--- config.mk ---
export PLATFORM = sky130hd
export DESIGN_NAME = literal_search_with_context
export DESIGN_NICKNAME = d
export VERILOG_FILES = /design/src/design/lwc_pkg.sv /design/src/design/lwc_front.sv /design/src/design/lwc_queue.sv /design/src/design/lwc_back.sv /design/src/design/literal_search_with_context.sv
export SDC_FILE = /design/constraint.sdc
export NUM_CORES = 2
export LEC_CHECK = 0
export BUFFER_PORTS_ARGS = -buffer_cell sky130_fd_sc_hd__buf_2
export CORE_ASPECT_RATIO = 0.9
export CORE_UTILIZATION = 57
export DETAILED_ROUTE_END_ITERATION = 8
export PLACE_DENSITY = 0.88
export RECOVER_POWER = 50
export SETUP_SLACK_MARGIN = 0.05
export SLEW_MARGIN = 30
export SYNTH_ARGS = -nofsm -noshare
export SYNTH_HDL_FRONTEND = slang
export SYNTH_SLANG_ARGS = --single-unit
--- constraint.sdc ---
create_clock -name clk -period 13.6 [get_ports clk]
set_clock_uncertainty 0.05 [all_clocks]
set_input_delay 0 -clock clk [delete_from_list [all_inputs] [get_ports clk]]
set_output_delay 0 -clock clk [all_outputs]
set_load 0.005 [all_outputs]
--- src/design/lwc_pkg.sv ---
// Package for the literal search block: field widths, register indexes,
// configuration structs and default parameter values. No dependencies.
package lwc_pkg;

  localparam int MAX_PATTERN_DEF = 16;
  localparam int OFFSET_BITS_DEF = 48;
  localparam int QUEUE_DEPTH_DEF = 4;

  localparam int LEN_W      = 5;
  localparam int CTX_W      = 16;
  localparam int FIELD_W    = 48;
  localparam int CLEN_W     = 18;
  localparam int CFG_IDX_W  = 3;
  localparam int CFG_DATA_W = 64;
  localparam int OUT_DATA_W = 120;

  localparam logic [CFG_IDX_W-1:0] REG_PATTERN_LOW    = 3'd0;
  localparam logic [CFG_IDX_W-1:0] REG_PATTERN_HIGH   = 3'd1;
  localparam logic [CFG_IDX_W-1:0] REG_PATTERN_LENGTH = 3'd2;
  localparam logic [CFG_IDX_W-1:0] REG_HIT_MODE       = 3'd3;
  localparam logic [CFG_IDX_W-1:0] REG_CTX_LEAD       = 3'd4;
  localparam logic [CFG_IDX_W-1:0] REG_CTX_TRAIL      = 3'd5;
  localparam logic [CFG_IDX_W-1:0] REG_FILE_SIZE      = 3'd6;
  localparam logic [CFG_IDX_W-1:0] REG_INTERVAL_START = 3'd7;

  typedef struct packed {
    logic [2*CFG_DATA_W-1:0] pattern;
    logic [LEN_W-1:0]        pattern_length;
    logic                    every_hit;
  } front_cfg_t;

  typedef struct packed {
    logic [CTX_W-1:0]   ctx_lead;
    logic [CTX_W-1:0]   ctx_trail;
    logic [FIELD_W-1:0] file_size;
    logic [FIELD_W-1:0] interval_start;
  } back_cfg_t;

endpackage

--- src/design/lwc_front.sv ---
// Front end: byte window, literal compare and non-overlapping hit selection (every hit or first hit only).
// Pushes (relative start, length) of each hit to the queue. Uses lwc_pkg.
module lwc_front import lwc_pkg::*; #(
  parameter int MAX_PATTERN = MAX_PATTERN_DEF,
  parameter int OFFSET_BITS = OFFSET_BITS_DEF
) (
  input  logic                         clk,
  input  logic                         rst_n,
  input  front_cfg_t                   cfg,
  input  logic                         in_tvalid,
  output logic                         in_tready,
  input  logic [7:0]                   in_tdata,
  input  logic                         in_tlast,
  input  logic                         q_ready,
  output logic                         q_push,
  output logic [OFFSET_BITS+LEN_W-1:0] q_data
);

  localparam int WIN_IW = (MAX_PATTERN > 1) ? $clog2(MAX_PATTERN) : 1;

  logic [7:0]             win_r [MAX_PATTERN];
  logic [7:0]             win_nxt [MAX_PATTERN];
  logic [OFFSET_BITS-1:0] seen_r, seen_nxt;
  logic [OFFSET_BITS-1:0] nas_r, nas_nxt;
  logic                   done_r, done_nxt;

  logic [LEN_W-1:0]       len;
  logic [LEN_W-1:0]       idx;
  logic [OFFSET_BITS-1:0] count;
  logic [OFFSET_BITS-1:0] len_w;
  logic [OFFSET_BITS-1:0] rel;
  logic                   match;
  logic                   hit;
  logic                   accept;

  assign in_tready = q_ready;
  assign accept    = in_tvalid && in_tready;

  always_comb begin
    if (cfg.pattern_length == '0) begin
      len = LEN_W'(1);
    end else if (cfg.pattern_length > LEN_W'(MAX_PATTERN)) begin
      len = LEN_W'(MAX_PATTERN);
    end else begin
      len = cfg.pattern_length;
    end
  end

  always_comb begin
    win_nxt[0] = in_tdata;
    for (int k = 1; k < MAX_PATTERN; k++) begin
      win_nxt[k] = win_r[k-1];
    end
  end

  always_comb begin
    match = 1'b1;
    idx   = '0;
    for (int i = 0; i < MAX_PATTERN; i++) begin
      if (LEN_W'(i) < len) begin
        idx = len - LEN_W'(1) - LEN_W'(i);
        if (win_nxt[idx[WIN_IW-1:0]] != cfg.pattern[8*i +: 8]) begin
          match = 1'b0;
        end
      end
    end
  end

  assign count = seen_r + OFFSET_BITS'(1);
  assign len_w = OFFSET_BITS'(len);
  assign rel   = count - len_w;
  assign hit   = match && (count >= len_w) && !(!cfg.every_hit && done_r) && (rel >= nas_r);

  assign q_push = accept && hit;
  assign q_data = {len, rel};

  always_comb begin
    seen_nxt = seen_r;
    nas_nxt  = nas_r;
    done_nxt = done_r;
    if (accept) begin
      seen_nxt = count;
      if (hit) begin
        nas_nxt  = rel + len_w;
        done_nxt = 1'b1;
      end
      if (in_tlast) begin
        seen_nxt = '0;
        nas_nxt  = '0;
        done_nxt = 1'b0;
      end
    end
  end

  always_ff @(posedge clk) begin
    if (!rst_n) begin
      seen_r <= '0;
      nas_r  <= '0;
      done_r <= 1'b0;
      for (int k = 0; k < MAX_PATTERN; k++) begin
        win_r[k] <= '0;
      end
    end else begin
      seen_r <= seen_nxt;
      nas_r  <= nas_nxt;
      done_r <= done_nxt;
      if (accept) begin
        for (int k = 0; k < MAX_PATTERN; k++) begin
          win_r[k] <= in_tlast ? 8'd0 : win_nxt[k];
        end
      end
    end
  end

endmodule

--- src/design/lwc_queue.sv ---
// Small FIFO of hit records between front and back end.
// Register-based, no package dependency beyond default values and LEN_W from lwc_pkg.
module lwc_queue import lwc_pkg::*; #(
  parameter int WIDTH = OFFSET_BITS_DEF + LEN_W,
  parameter int DEPTH = QUEUE_DEPTH_DEF
) (
  input  logic             clk,
  input  logic             rst_n,
  input  logic             push,
  input  logic [WIDTH-1:0] push_data,
  output logic             ready,
  input  logic             pop,
  output logic             valid,
  output logic [WIDTH-1:0] head
);

  localparam int PW = (DEPTH > 1) ? $clog2(DEPTH) : 1;
  localparam int CW = $clog2(DEPTH + 1);

  logic [WIDTH-1:0] mem_r [DEPTH];
  logic [PW-1:0]    wp_r, wp_nxt;
  logic [PW-1:0]    rp_r, rp_nxt;
  logic [CW-1:0]    cnt_r, cnt_nxt;
  logic             do_push, do_pop;

  assign ready   = (cnt_r != CW'(DEPTH));
  assign valid   = (cnt_r != '0);
  assign head    = mem_r[rp_r];
  assign do_push = push && ready;
  assign do_pop  = pop && valid;

  always_comb begin
    wp_nxt  = wp_r;
    rp_nxt  = rp_r;
    cnt_nxt = cnt_r;
    if (do_push) begin
      wp_nxt = (wp_r == PW'(DEPTH - 1)) ? '0 : wp_r + PW'(1);
    end
    if (do_pop) begin
      rp_nxt = (rp_r == PW'(DEPTH - 1)) ? '0 : rp_r + PW'(1);
    end
    if (do_push && !do_pop) begin
      cnt_nxt = cnt_r + CW'(1);
    end else if (do_pop && !do_push) begin
      cnt_nxt = cnt_r - CW'(1);
    end
  end

  always_ff @(posedge clk) begin
    if (!rst_n) begin
      wp_r  <= '0;
      rp_r  <= '0;
      cnt_r <= '0;
    end else begin
      wp_r  <= wp_nxt;
      rp_r  <= rp_nxt;
      cnt_r <= cnt_nxt;
    end
  end

  always_ff @(posedge clk) begin
    if (do_push) begin
      mem_r[wp_r] <= push_data;
    end
  end

endmodule

--- src/design/lwc_back.sv ---
// Back end: turns hit records into file offsets and clamped context spans.
// Three arithmetic stages plus the output register. Uses lwc_pkg.
module lwc_back import lwc_pkg::*; #(
  parameter int OFFSET_BITS = OFFSET_BITS_DEF
) (
  input  logic                         clk,
  input  logic                         rst_n,
  input  back_cfg_t                    cfg,
  input  logic                         q_valid,
  input  logic [OFFSET_BITS+LEN_W-1:0] q_head,
  output logic                         q_pop,
  output logic                         out_tvalid,
  input  logic                         out_tready,
  output logic [OUT_DATA_W-1:0]        out_tdata
);

  localparam int W = OFFSET_BITS;

  logic             adv;
  logic [W-1:0]     q_rel;
  logic [LEN_W-1:0] q_len;

  logic             v1_r;
  logic [W-1:0]     hit1_r;
  logic [LEN_W-1:0] len1_r;

  logic             v2_r;
  logic [W-1:0]     hit2_r, ctx2_r, hend2_r;
  logic [CTX_W-1:0] bef2_r;
  logic [LEN_W-1:0] len2_r;

  logic             v3_r;
  logic [W-1:0]     hit3_r, ctx3_r, room3_r;
  logic [CTX_W-1:0] bef3_r;
  logic [LEN_W-1:0] len3_r;
  logic             gt3_r;

  logic             vo_r;
  logic [W-1:0]     hito_r, ctxo_r;
  logic [CLEN_W-1:0] clen_r;

  logic             bef_lt;
  logic [W-1:0]     fs_w;
  logic [CTX_W-1:0] after;

  assign adv   = !vo_r || out_tready;
  assign q_pop = adv && q_valid;
  assign q_rel = q_head[W-1:0];
  assign q_len = q_head[W +: LEN_W];
  assign fs_w  = W'(cfg.file_size);

  assign bef_lt = hit1_r < W'(cfg.ctx_lead);

  always_comb begin
    after = '0;
    if (gt3_r) begin
      after = (room3_r < W'(cfg.ctx_trail)) ? CTX_W'(room3_r) : cfg.ctx_trail;
    end
  end

  always_ff @(posedge clk) begin
    if (!rst_n) begin
      v1_r <= 1'b0;
      v2_r <= 1'b0;
      v3_r <= 1'b0;
      vo_r <= 1'b0;
    end else if (adv) begin
      v1_r <= q_valid;
      v2_r <= v1_r;
      v3_r <= v2_r;
      vo_r <= v3_r;
    end
  end

  always_ff @(posedge clk) begin
    if (adv) begin
      hit1_r  <= W'(cfg.interval_start) + q_rel;
      len1_r  <= q_len;

      hit2_r  <= hit1_r;
      bef2_r  <= bef_lt ? CTX_W'(hit1_r) : cfg.ctx_lead;
      ctx2_r  <= bef_lt ? '0 : hit1_r - W'(cfg.ctx_lead);
      hend2_r <= hit1_r + W'(len1_r);
      len2_r  <= len1_r;

      hit3_r  <= hit2_r;
      ctx3_r  <= ctx2_r;
      bef3_r  <= bef2_r;
      len3_r  <= len2_r;
      gt3_r   <= fs_w > hend2_r;
      room3_r <= fs_w - hend2_r;

      hito_r  <= hit3_r;
      ctxo_r  <= ctx3_r;
      clen_r  <= CLEN_W'(bef3_r) + CLEN_W'(len3_r) + CLEN_W'(after);
    end
  end

  assign out_tvalid = vo_r;
  assign out_tdata  = {(OUT_DATA_W - 2*FIELD_W - CLEN_W)'(0), clen_r,
                       FIELD_W'(ctxo_r), FIELD_W'(hito_r)};

endmodule

--- src/design/literal_search_with_context.sv ---
// Top level of the streaming literal search with context spans.
// Holds the configuration registers; instantiates lwc_front, lwc_queue, lwc_back.
//
//  channel | dir | handshake            | payload
//  in      | in  | in_tvalid/in_tready  | in_tdata[7:0] data_byte, in_tlast last_byte
//  out     | out | out_tvalid/out_tready| out_tdata hit_offset, context_offset, context_length
//  cfg     | in  | cfg_valid/cfg_ready  | cfg_index register, cfg_data value
//
// One byte per cycle is accepted while the hit queue has room; the window compare
// is combinational. A hit passes the queue, the back-end stages and the output register.
// in_tready drops only while the hit queue is full; out stalls back up the
// back-end pipeline into the queue. Reset is synchronous; cfg_ready is always high.
module literal_search_with_context import lwc_pkg::*; #(
  parameter int MAX_PATTERN = MAX_PATTERN_DEF,
  parameter int OFFSET_BITS = OFFSET_BITS_DEF
) (
  input  logic                  clk,
  input  logic                  rst_n,
  input  logic                  in_tvalid,
  output logic                  in_tready,
  input  logic [7:0]            in_tdata,   // [7:0] data_byte
  input  logic                  in_tlast,
  output logic                  out_tvalid,
  input  logic                  out_tready,
  output logic [OUT_DATA_W-1:0] out_tdata,  // [47:0] hit_offset, [95:48] context_offset,
                                            // [113:96] context_length, rest zero
  input  logic                  cfg_valid,
  output logic                  cfg_ready,
  input  logic [CFG_IDX_W-1:0]  cfg_index,
  input  logic [CFG_DATA_W-1:0] cfg_data
);

  localparam int QW = OFFSET_BITS + LEN_W;

  logic [CFG_DATA_W-1:0] pat_lo_r, pat_hi_r;
  logic [LEN_W-1:0]      plen_r;
  logic                  every_hit_r;
  logic [CTX_W-1:0]      bbef_r, baft_r;
  logic [FIELD_W-1:0]    fsize_r, istart_r;

  front_cfg_t fcfg;
  back_cfg_t  bcfg;

  logic          q_push, q_ready, q_pop, q_valid;
  logic [QW-1:0] q_wdata, q_head;

  assign cfg_ready = 1'b1;

  always_ff @(posedge clk) begin
    if (!rst_n) begin
      pat_lo_r    <= '0;
      pat_hi_r    <= '0;
      plen_r      <= LEN_W'(1);
      every_hit_r <= 1'b0;
      bbef_r      <= '0;
      baft_r      <= '0;
      fsize_r     <= '0;
      istart_r    <= '0;
    end else if (cfg_valid && cfg_ready) begin
      case (cfg_index)
        REG_PATTERN_LOW:    pat_lo_r    <= cfg_data;
        REG_PATTERN_HIGH:   pat_hi_r    <= cfg_data;
        REG_PATTERN_LENGTH: plen_r      <= cfg_data[LEN_W-1:0];
        REG_HIT_MODE:       every_hit_r <= cfg_data[0];
        REG_CTX_LEAD:       bbef_r      <= cfg_data[CTX_W-1:0];
        REG_CTX_TRAIL:      baft_r      <= cfg_data[CTX_W-1:0];
        REG_FILE_SIZE:      fsize_r     <= cfg_data[FIELD_W-1:0];
        REG_INTERVAL_START: istart_r    <= cfg_data[FIELD_W-1:0];
        default: ;
      endcase
    end
  end

  always_comb begin
    fcfg.pattern        = {pat_hi_r, pat_lo_r};
    fcfg.pattern_length = plen_r;
    fcfg.every_hit      = every_hit_r;
    bcfg.ctx_lead       = bbef_r;
    bcfg.ctx_trail      = baft_r;
    bcfg.file_size      = fsize_r;
    bcfg.interval_start = istart_r;
  end

  lwc_front #(
    .MAX_PATTERN (MAX_PATTERN),
    .OFFSET_BITS (OFFSET_BITS)
  ) u_front (
    .clk       (clk),
    .rst_n     (rst_n),
    .cfg       (fcfg),
    .in_tvalid (in_tvalid),
    .in_tready (in_tready),
    .in_tdata  (in_tdata),
    .in_tlast  (in_tlast),
    .q_ready   (q_ready),
    .q_push    (q_push),
    .q_data    (q_wdata)
  );

  lwc_queue #(
    .WIDTH (QW),
    .DEPTH (QUEUE_DEPTH_DEF)
  ) u_queue (
    .clk       (clk),
    .rst_n     (rst_n),
    .push      (q_push),
    .push_data (q_wdata),
    .ready     (q_ready),
    .pop       (q_pop),
    .valid     (q_valid),
    .head      (q_head)
  );

  lwc_back #(
    .OFFSET_BITS (OFFSET_BITS)
  ) u_back (
    .clk        (clk),
    .rst_n      (rst_n),
    .cfg        (bcfg),
    .q_valid    (q_valid),
    .q_head     (q_head),
    .q_pop      (q_pop),
    .out_tvalid (out_tvalid),
    .out_tready (out_tready),
    .out_tdata  (out_tdata)
  );

endmodule
==> out/qor.yml <==
setup-violations-final: 0
postSynthCellCount: 5773
drv_cap: 22
cts-resized-gates: 0
layout.cells.non_filler: 7519
rr_worst_depth: 27
die_w_um: 356
ys_async_sr_fraction_pct: 0
cp_max_fo: 41
numCtsBuffers: 116
synth_cell_type_count: 103
grt_max_degree: 103
fin_setup_tns_ns: 0
grt.total_usage_pct: 32.1
ctsHtreeMaxLevel: 3
finalMaxSlewViolations: 1169
switchingPower_mw: 3.73
cp.required_ns: 14.19
worst_pin_slew_ns: 4.48
post-dp-hpwl_um: 129000
syn-cell-area_um2: 64400
period_share_pct: 82.5
synth_seq_cells: 1202
clk_path_buf_depth: 3
io_pins: 204
gp_congestion: 1.00
wirelength_um: 186000
hold_viol: 0
power_mw: 11.8
p_clk_share_pct: 28.5
root_buffer: "clkbuf_16"
ys_warn_count: 0
hold_path_class: "input port to flip-flop"
dp_slack_ns: 4.38
switching_share_pct: 31.6
fin_area_um2: 71300
layout_setup_ws_ns: 2.38
dieHeight_um: 321
grt_pass1_wl_um: 279000
grt_overflow: 0
power.internal_mw: 8.07
utilization_pct: 63.9
irDropWorstVdd_v: 0.000146
drc: 24
syn-mean-instance-area_um2: 11.1
cp-end-kind: "flip-flop"
ant_nets: 0
period_minus_slack_ns: 11.22
placed_cells: 7207
mostFrequentLayoutCells: "830 x edfxtp_1, 818 x nand2_1, 457 x a21oi_1"
vias: 48300
synth.area.top_cells: "edfxtp_1 39%, dfxtp_1 12%, mux4_2 7.6%"
insertion_delay_ns: 0.80
power_frac_comb_pct: 24.6
die_area_um2: 114000
detail_route.wl_per_cell_um: 24.8
first_global_vias: 45900
synth_edf_count: 830
cp-start-kind: "flip-flop"
fp.coreArea_um2: 112000
vias_per_cell: 6.43
power_density_nw_per_um2: 166
placed_cell_area_um2: 66600
status: "complete, but fails checks"
yosysTopAreaCell: "edfxtp_1"
clk_pin_slew_ns: 0.07
cts_sinks: 1202
start_util_pct: 57.7
rsz0062_at_grt: "no"
whs_ns: 0.0264
leakage_nw: 26.4
num_rows: 116
drt_first_pass_iters: 9
io_buffers: 196
synth.yosys.seq_area_share_pct: 50.3
cts_tree: "done"
arrival_ns: 11.81
antenna_found_initial: 5
drt-initial-drc-count: 6235
path_class: "flip-flop to flip-flop"
violations: "DRC, capacitance limit, slew limit"
nNetsFinal: 6256
yosys.area.top_type_share_pct: 38.7
max_freq_mhz: 89.1
holdPathStages: 4
power_frac_seq_pct: 47.0
slew_headroom_pct: -199
final_common_cell: "edfxtp_1"
synth_ff_type: "edfxtp_1"
drive_gt1_share_pct: 11.1
synthToLayoutAreaGrowth_pct: 10.7
worst paths after layout:
| path | end | start | slack, ns |
|---|---|---|---|
| min | pat_lo_r[49]$_SDFFE_PN0P_ | cfg_data[49] | 0.03 |
| max | u_queue.cnt_r[2]$_SDFFE_PN0P_ | plen_r[4]$_SDFFE_PN0P_ | 2.38 |
| min reg2reg | u_back.bef3_r[5]$_DFFE_PN_ | u_back.bef2_r[5]$_DFFE_PN_ | 0.35 |
| max reg2reg | u_queue.cnt_r[2]$_SDFFE_PN0P_ | plen_r[4]$_SDFFE_PN0P_ | 2.38 |
cells by family after synthesis:
family / count (synthesis) / share of synthesized area (%)
AND/OR/NAND/NOR: 1783 / 13.3
XOR/XNOR: 442 / 6.03
AO/OA/AOI/OAI: 1101 / 10.9
multiplexers: 453 / 11.4
flip-flops: 1202 / 50.3
buffers and inverters: 555 / 3.51
adder cells (fa/ha/maj): 235 / 4.66
other: 2 / 0.0117
timing repair:
item,CTS,global route
setup buffers,0,0
endpoints found under the hold margin,326,0
hold buffers,90,0
synth_stat cells (all sizes together) (11+ instances only):
| library cell | n |
|---|---|
| a2111oi | 13 |
| a211oi | 42 |
| a21boi | 19 |
| a21o | 99 |
| a21oi | 459 |
| a221oi | 11 |
| a31oi | 39 |
| and2 | 92 |
| and3 | 95 |
| and4 | 22 |
| buf | 94 |
| clkbuf | 215 |
| dfxtp | 372 |
| edfxtp | 830 |
| ha | 227 |
| inv | 245 |
| mux2 | 23 |
| mux2i | 211 |
| mux4 | 219 |
| nand2 | 821 |
| nand2b | 31 |
| nand3 | 107 |
| nand4 | 83 |
| nor2 | 223 |
| nor2b | 41 |
| nor3 | 94 |
| nor4 | 57 |
| o2111ai | 12 |
| o211ai | 23 |
| o21a | 19 |
| o21ai | 163 |
| o21bai | 18 |
| o22ai | 11 |
| o2bb2ai | 52 |
| o31ai | 37 |
| or2 | 21 |
| or3 | 42 |
| or4 | 15 |
| xnor2 | 295 |
| xor2 | 147 |
flip-flops by register name (all words and copies together) (netlist names), 64 cells and up, named ones only:
| register | cells |
|---|---|
| pat_lo_r | 64 |
| pat_hi_r | 64 |
| u_queue.mem_r | 212 |
| u_front.win_r | 120 |
critical path, stage by stage, from the launching register on:
cell and delay (ns):
dfxtp_1 0.33, clkbuf_1 0.94, nand2b_1 0.21, clkbuf_1 1.73
clkinv_1 0.29, clkbuf_1 1.03, xnor2_2 1.10, inv_2 0.53
ha_1 0.47, nand2b_1 0.20, o211ai_1 0.18, mux2i_1 0.15
xnor2_1 0.65, buf_4 0.28, mux4_2 0.51, xnor2_1 0.15
nand4_1 0.15, o22ai_1 0.18, a22oi_2 0.12, nor2_4 0.31
nand2_1 0.17, inv_1 0.10, ha_1 0.18, inv_1 0.07
fa_1 0.37, xor2_1 0.17, or3_1 0.30, a21oi_1 0.14
power by group through the flow:
stage | clock [mW] | sequential (mW) | combinational [mW]
2_1_floorplan | 0 | 5.37 | 1.90
3_3_place_gp | 0 | 5.52 | 2.66
3_5_place_dp | 0 | 5.58 | 2.77
4_1_cts | 3.38 | 5.52 | 2.86
5_1_grt | 3.51 | 5.61 | 3.11
6_report | 3.36 | 5.54 | 2.90
metal layers:
| metal | up-vias | GRT usage [%] | routed length (um) |
|---|---|---|---|
| met2 | 2910 | 48.6 | 82000 |
| met3 | 490 | 7.81 | 21700 |
| met4 | 4 | 15.1 | 9990 |
| met5 | - | 0 | 93 |
| met1 | 23400 | 43.5 | 72700 |
| li1 | 21600 | - | - |
final cells by class:
class / instances / area (um^2)
sequential: 1202 / 32400
timing repair buffer: 353 / 2270
antenna: 1 / 2.50
clock inverter: 79 / 893
tap: 1475 / 1850
inverter: 246 / 927
clock buffer: 142 / 3080
fill: 8227 / 40300
multi-input combinational: 4021 / 29900
Note: power is estimated with default switching activity, not from simulation.
